==> src/hdl/e2q_pkg.sv <==
// Shared constants and payload types for the Euler-angle to quaternion unit.
// No dependencies; imported by e2q_cordic and euler_to_quaternion_unit.
package e2q_pkg;

  // Field widths and CORDIC length
  localparam int ANGLE_BITS = 16;   // Q3.(ANGLE_BITS-3) input angles
  localparam int OUT_BITS   = 16;   // Q1.(OUT_BITS-2) quaternion parts
  localparam int TRIG_STEPS = 16;   // CORDIC iterations

  // Internal fixed-point formats
  localparam int WorkFrac = 30;                         // Q30 working fraction
  localparam int WorkW    = 34;                         // CORDIC / sum width
  localparam int TrigW    = 32;                         // sin, cos, products
  localparam int AngleUp  = WorkFrac - (ANGLE_BITS - 3) - 1;  // to Q30, halved
  localparam int OutShift = WorkFrac - (OUT_BITS - 2);

  // Pipeline stage map
  localparam int CordicStages = TRIG_STEPS + 2;  // fold, iterations, sign fix
  localparam int PairStage    = CordicStages;
  localparam int TripleStage  = CordicStages + 1;
  localparam int OutStage     = CordicStages + 2;
  localparam int NStages      = CordicStages + 3;

  typedef struct packed {
    logic signed [ANGLE_BITS-1:0] roll_angle;
    logic signed [ANGLE_BITS-1:0] pitch_angle;
    logic signed [ANGLE_BITS-1:0] yaw_angle;
  } e2q_in_t;

  typedef struct packed {
    logic signed [OUT_BITS-1:0] quat_w;
    logic signed [OUT_BITS-1:0] quat_x;
    logic signed [OUT_BITS-1:0] quat_y;
    logic signed [OUT_BITS-1:0] quat_z;
  } e2q_out_t;

endpackage

==> src/hdl/e2q_cordic.sv <==
// Pipelined rotation-mode CORDIC: sine and cosine of half an input angle, Q30.
// Depends on e2q_pkg; stage enables come from the top-level ready chain.
module e2q_cordic (
  input  logic                                 clk_i,
  input  logic [e2q_pkg::CordicStages-1:0]     adv_i,
  input  logic signed [e2q_pkg::ANGLE_BITS-1:0] angle_i,
  output logic signed [e2q_pkg::TrigW-1:0]     sin_o,
  output logic signed [e2q_pkg::TrigW-1:0]     cos_o
);
  import e2q_pkg::*;

  localparam logic signed [WorkW-1:0] PiW        = WorkW'(64'sd3373259426);
  localparam logic signed [WorkW-1:0] HalfPiW    = WorkW'(64'sd1686629713);
  localparam logic signed [WorkW-1:0] NegHalfPiW = WorkW'(-64'sd1686629713);
  localparam logic signed [WorkW-1:0] GainW      = WorkW'(64'sd652032874);

  // floor(atan(2^-i) * 2^30)
  function automatic logic signed [WorkW-1:0] atan_step(input int i);
    logic signed [63:0] v;
    case (i)
      0:       v = 64'sd843314856;
      1:       v = 64'sd497837829;
      2:       v = 64'sd263043836;
      3:       v = 64'sd133525158;
      4:       v = 64'sd67021686;
      5:       v = 64'sd33543515;
      6:       v = 64'sd16775850;
      7:       v = 64'sd8388437;
      8:       v = 64'sd4194282;
      9:       v = 64'sd2097149;
      10:      v = 64'sd1048575;
      default: v = (i < 30) ? ((64'sd1 <<< (30 - i)) - 64'sd1) : 64'sd0;
    endcase
    return WorkW'(v);
  endfunction

  logic signed [WorkW-1:0] x_q [TRIG_STEPS+1];
  logic signed [WorkW-1:0] y_q [TRIG_STEPS+1];
  logic signed [WorkW-1:0] z_q [TRIG_STEPS];
  logic                    flip_q [TRIG_STEPS+1];
  logic signed [TrigW-1:0] sin_q, cos_q;

  logic signed [WorkW-1:0] z_scaled, z_fold;
  logic                    flip_d;

  // Half angle in Q30; fold beyond +-pi/2 by pi, negate results later
  always_comb begin
    z_scaled = WorkW'(angle_i) <<< AngleUp;
    z_fold   = z_scaled;
    flip_d   = 1'b0;
    if (z_scaled > HalfPiW) begin
      z_fold = z_scaled - PiW;
      flip_d = 1'b1;
    end else if (z_scaled < NegHalfPiW) begin
      z_fold = z_scaled + PiW;
      flip_d = 1'b1;
    end
  end

  always_ff @(posedge clk_i) begin
    if (adv_i[0]) begin
      x_q[0]    <= GainW;
      y_q[0]    <= '0;
      z_q[0]    <= z_fold;
      flip_q[0] <= flip_d;
    end
  end

  for (genvar i = 0; i < TRIG_STEPS; i++) begin : g_iter
    localparam logic signed [WorkW-1:0] AtanI = atan_step(i);
    logic signed [WorkW-1:0] dx, dy;
    assign dx = y_q[i] >>> i;
    assign dy = x_q[i] >>> i;

    always_ff @(posedge clk_i) begin
      if (adv_i[i+1]) begin
        flip_q[i+1] <= flip_q[i];
        if (!z_q[i][WorkW-1]) begin
          x_q[i+1] <= x_q[i] - dx;
          y_q[i+1] <= y_q[i] + dy;
        end else begin
          x_q[i+1] <= x_q[i] + dx;
          y_q[i+1] <= y_q[i] - dy;
        end
      end
    end

    // residual angle is not needed after the last iteration
    if (i < TRIG_STEPS - 1) begin : g_z
      always_ff @(posedge clk_i) begin
        if (adv_i[i+1]) begin
          z_q[i+1] <= z_q[i][WorkW-1] ? (z_q[i] + AtanI) : (z_q[i] - AtanI);
        end
      end
    end
  end

  always_ff @(posedge clk_i) begin
    if (adv_i[CordicStages-1]) begin
      sin_q <= flip_q[TRIG_STEPS] ? TrigW'(-y_q[TRIG_STEPS]) : TrigW'(y_q[TRIG_STEPS]);
      cos_q <= flip_q[TRIG_STEPS] ? TrigW'(-x_q[TRIG_STEPS]) : TrigW'(x_q[TRIG_STEPS]);
    end
  end

  assign sin_o = sin_q;
  assign cos_o = cos_q;

endmodule
==> config.mk <==
export PLATFORM = sky130hd
export DESIGN_NAME = e2q_cordic
export DESIGN_NICKNAME = d
export VERILOG_FILES = /design/src/hdl/e2q_pkg.sv /design/src/hdl/e2q_cordic.sv
export SDC_FILE = /design/constraint.sdc
export NUM_CORES = 2
export LEC_CHECK = 0
export BUFFER_PORTS_ARGS = -buffer_cell sky130_fd_sc_hd__buf_4
export CORE_MARGIN = 2
export CORE_UTILIZATION = 55
export DETAILED_ROUTE_END_ITERATION = 10
export GPL_TIMING_DRIVEN = 0
export PLACE_DENSITY = 0.73
export SYNTH_ARGS = -nofsm -noshare
export SYNTH_HDL_FRONTEND = slang
export SYNTH_SLANG_ARGS = --single-unit
==> constraint.sdc <==
create_clock -name clk_i -period 5.35 [get_ports clk_i]
set_clock_uncertainty 0.15 [all_clocks]
set_input_delay 0.535 -clock clk_i [delete_from_list [all_inputs] [get_ports clk_i]]
set_output_delay 0.535 -clock clk_i [all_outputs]
set_load 0.02 [all_outputs]
# After elaboration in Yosys (flattened, before gate mapping)
# Memory sizes are Yosys's and may differ from the RTL's.
# Index checks and enable logic that the tools add are counted.
# op_classes
bitwise_logic	32
mux	183
magnitude_cmp	2
add_sub_neg	97
# ops
op	count
34-bit 2-to-1 mux	49
1-bit 2-to-1 mux	132
34-bit by 19-bit adder with 34-bit output	2
34-bit by 20-bit adder with 34-bit output	2
34-bit by 21-bit adder with 34-bit output	2
34-bit by 22-bit adder with 34-bit output	2
34-bit by 23-bit adder with 34-bit output	2
34-bit by 24-bit adder with 34-bit output	2
34-bit by 25-bit adder with 34-bit output	2
34-bit by 26-bit adder with 34-bit output	2
34-bit by 27-bit adder with 34-bit output	2
34-bit by 28-bit adder with 34-bit output	2
34-bit by 29-bit adder with 34-bit output	2
34-bit by 30-bit adder with 34-bit output	2
34-bit by 31-bit adder with 34-bit output	2
34-bit by 32-bit adder with 34-bit output	2
34-bit by 33-bit adder with 34-bit output	2
34-bit by 19-bit subtractor with 34-bit output	2
34-bit by 20-bit subtractor with 34-bit output	2
34-bit by 21-bit subtractor with 34-bit output	2
34-bit by 22-bit subtractor with 34-bit output	2
34-bit by 23-bit subtractor with 34-bit output	2
34-bit by 24-bit subtractor with 34-bit output	2
34-bit by 25-bit subtractor with 34-bit output	2
47 further kinds	89
# totals
register_bits	64
out_inout_bits	64
mem_bits_rw	1717
mem_count	4
input_bits	35
# memory_table
name	words	width	read_ports	rd_ports_with_merged_regs	write_ports	line_no	rtl
x_q	17	34	17	0	17	e2q_cordic.sv:37	logic signed [WorkW-1:0] x_q [TRIG_STEPS+1];
y_q	17	34	17	0	17	e2q_cordic.sv:38	logic signed [WorkW-1:0] y_q [TRIG_STEPS+1];
z_q	16	34	16	0	16	e2q_cordic.sv:39	logic signed [WorkW-1:0] z_q [TRIG_STEPS];
flip_q	17	1	17	0	17	e2q_cordic.sv:40	logic flip_q [TRIG_STEPS+1];

# Longest topological paths before layout
# An unclocked memory read counts as a cell.
# depth
ltp_word	5
mapped_depth	22

# Worst setup path after synthesis
# OpenSTA, ideal clock, no wires.
# synth_timing
path_type	register to register
startpoint	mem x_q[12][17]
endpoint	mem y_q[13][31] (data pin)
required_ps	4942
period_less_slack_ps	5239
path_stages_with_launch	21
path_slack_ps	111
arrival_ps	4831
setup_time_ps	258
n_path_buf	0
path_cell_list	edfxtp_1 > or3_1 > or3b_2 > or3_1 > or3_1 > or3_1 > nor2_1 > a21oi_1 > xnor2_1 > ha_1 > nand4_1 > nor2_1 > a221oi_1 > o221a_2 > o311a_1 > o21a_1 > o21ai_1 > a221o_1 > a21o_1 > a21oi_1 > xnor2_1
# synth_lines
element	line_no
from (decl)	e2q_cordic.sv:37
to (decl)	e2q_cordic.sv:38

==> impl_results.md <==
* Status: complete, but fails checks
* Failing checks: setup timing
* Core Box Area at 0.2295 mm^2
* Synth cell types at 109
* Worst Tran Pin Value at 1.207 ns
* Maximum fanout along the worst path at 5
* Share of layout cells above drive strength 1 at 0.06860
* Critical Path AT at 5.76 ns
* Initial antenna violation count at 6
* DR DRC count at 0
* Yosys reg bits at 1551
* Nets at around 15000
* FFs w/ async S/R, synth at 0
* Antenna Violating Nets Remaining at 0
* GRT overflow at 0
* Final min period at 5.356 ns
* Tcrit/Tclk final at 1.001
* Ys Warns at 0
* Clk pin slew, worst setup/hold paths at 0.06 ns
* Hpwl dp at 274000 um
* Crit path buf inv count at 0
* Xor/xnor share of the synthesized area at 0.1345
* CTS tree: done
* Die area at between 0.2 and 0.25 mm^2
* Setup tns final at -0.006206 ns
* Largest net degree at the start of global routing at 69
* Average size of a mapped cell at just under 10 um^2
* Average wire per standard cell at 20.94 um
* Dpl ws at -1.655 ns
* Max Slew Vio Count at 0
* Final setup fails at 1
* Crit path kind: reg -> reg
* Worst-path cell chain: or3_4, or3b_4, or3_4, or3_4, or3_4, o31ai_4, xor2_1, ha_2, nand3_2, nor2_4, a221oi_2, o221a_2, o311a_4, o21a_1, o21ai_2, a221o_1, a21o_1, a21oi_2, xnor2_1
* Total GRT Usage at 0.2857
* Synth area leaders: edfxtp_1 (37%), ha_1 (14%), xnor2_1 (9.1%)
* Number of synthesized flops with an enable pin at about 1600
* Multiplexer area fraction after synthesis at 0.006722
* Post-Syn Area at 0.1266 mm^2
* Worst skew pair latency at 0.85 ns
* Final wirelength at around 350000 um
* Worst Setup Slack, final at -0.006206 ns
* Unrepaired setup endpoints after global routing: true
* First-pass GRT wire length at 534600 um
* Vias in the first global route at 98650
* H-Tree Depth at 4
* IO Count at 99
* Most numerous cell in the Yosys netlist: edfxtp_1
* Crit path max-delay family: simple AND/OR/NAND/NOR gates
* R2R cell count at 19
* CTS max path bufs at 3
* CTS Buf Count at 180
* Min-delay worst type: in -> reg
* Final instance area at 0.1401 mm^2
* Drt pass-1 iters at 8
* Die H at 483.7 um
* Simple-gate area share of the yosys netlist at 0.1241
* Leading area contributor after synthesis: edfxtp_1
* Post-synthesis sequential area ratio at 0.3680
* Initial DRC Count at 6047
* Most frequent CP cell: or3_4
* Syn Nets at 14470
* Fill count at between 15000 and 20000
* Hold Vio Cnt, Final at 0
* F_max at roughly 190 MHz
* Worst setup EP type: register
* Routed vias at 100000
* CP Depth at 19
* Commonest cells in the netlist: edfxtp_1 (1551), ha_1 (1424), a21oi_1 (1321), xnor2_1 (1311), nor2_1 (959)
* Synth Area in Compound Gates at 0.1972
* Hold Path Stages at 2
* Vias per cell at 6.035
* Port-buffer cells at 94
* Root Driver: clkbuf_16
* Adder-Cell Fraction of Synth Area at 0.1474
* Main combinational cell family by area after synthesis: compound AO/OA/AOI/OAI gates
* Worst rel slew slack at 0.1932
* Placed Area at 0.1312 mm^2
* Gp weighted congestion at 0.9851
* Cells after synthesis at 12960
* Top cell type's share of synthesized area at 0.3680
* Max Cap Viol at 0
* Worst setup SP type: register
* Layout area overhead at 10.68%
* Initial Util at 0.5516
* Clk sinks at approximately 1600
* Crit-path slowest cell: edfxtp_1
* Largest stage delay on the critical path at 0.40 ns
* Worst EP required at around 5.8 ns
* Ys flop type: edfxtp_1
* Row count at 176
* Die Wd at 483.7 um
## routing by layer
metal	global-route usage	vias to the layer above	share of wire
met5	0	-	0.000020
met4	0.1548	2	0.059
met3	0.03439	934	0.040
met2	0.5402	2724	0.52
met1	0.3079	47260	0.38
li1	-	49090	-
## through the flow
stage | utilization | hold slack [ns] | instances
after floorplan | - | 0.2503 | 12960
after global placement | 0.5712 | 0.2549 | 16080
after detailed placement | 0.5717 | 0.2545 | 16090
after CTS | 0.6043 | 0.006275 | 16500
after global routing | 0.6105 | 0.02048 | 16570
final | 0.6105 | 0.06255 | 16570
## logic make-up (layout without fill, tap and decap cells)
| kind of cell | after synthesis | after routing |
|---|---|---|
| AOI/OAI and AO/OA | 3937 | 3937 |
| buffers and inverters | 740 | 1318 |
| xor gates and xnor gates | 1942 | 1942 |
| DFF | 1551 | 1551 |
| adders and majority gates | 1466 | 1466 |
| other | 0 | 3 |
| muxes | 81 | 81 |
| and+or+nand+nor | 3247 | 3247 |
## cell usage in the layout, fill, tap and decap left out, drive strengths merged, types with 73 or more instances in the layout
cell	netlist	layout
nand2b	209	209
nor2	960	960
nor2b	163	163
nand2	768	768
xnor2	1311	1311
ha	1424	1424
clkbuf	178	378
and3	104	104
o31ai	141	141
nand4	91	91
inv	533	543
a211oi	100	100
a21o	584	584
buf	27	241
edfxtp	1551	1551
o21a	177	177
o21bai	188	188
xor2	630	630
a31oi	123	123
nor3	288	288
a21oi	1325	1325
nand3	207	207
or3	112	112
nor4	73	73
o21ai	757	757
clkinv	2	81
## path summary, 6_finish.rpt
| check | slack, ns | endpoint | from |
|---|---|---|---|
| worst min register to register | 0.25 | flip_q[2][0] | flip_q[1][7] |
| worst max register to register | -0.006 | y_q[13][31] | x_q[12][17] |
| worst min-delay path | 0.06 | z_q[0][270] | adv_i[7] |
| worst max-delay path | -0.006 | y_q[13][31] | x_q[12][17] |
## flip-flops by register name, summed over array words and instances, names as in the netlist
signal,count
y_q,509
x_q,482
z_q,481
cos_o,32
sin_o,32
flip_q,15
## area by class of cell
| type | count | area [um^2] | share of cell area |
|---|---|---|---|
| clock inverter | 124 | 1543 | 0.01101 |
| multi-input combinational | 10670 | 78430 | 0.5598 |
| clock buffer | 207 | 4627 | 0.03303 |
| sequential | 1551 | 46570 | 0.3325 |
| antenna | 3 | 7.507 | 0.00005359 |
| inverter | 535 | 2013 | 0.01437 |
| tap | 3026 | 3786 | 0.02703 |
| buffer | 198 | 937.1 | 0.006689 |
| timing repair buffer | 254 | 2176 | 0.01553 |
## repair_timing
item                                    4_1_cts  5_1_grt
hold buffers                                 43        0
pin swaps                                    14       44
setup buffers                                48       66
resized for setup                           138      246
cloned                                        0        0
endpoints found under the hold margin       409        0
endpoints found under the setup margin      320      132
Power is left out: the tool's default activity adds up to more than one toggle a clock period on the data nets, which glitch-free logic cannot reach.
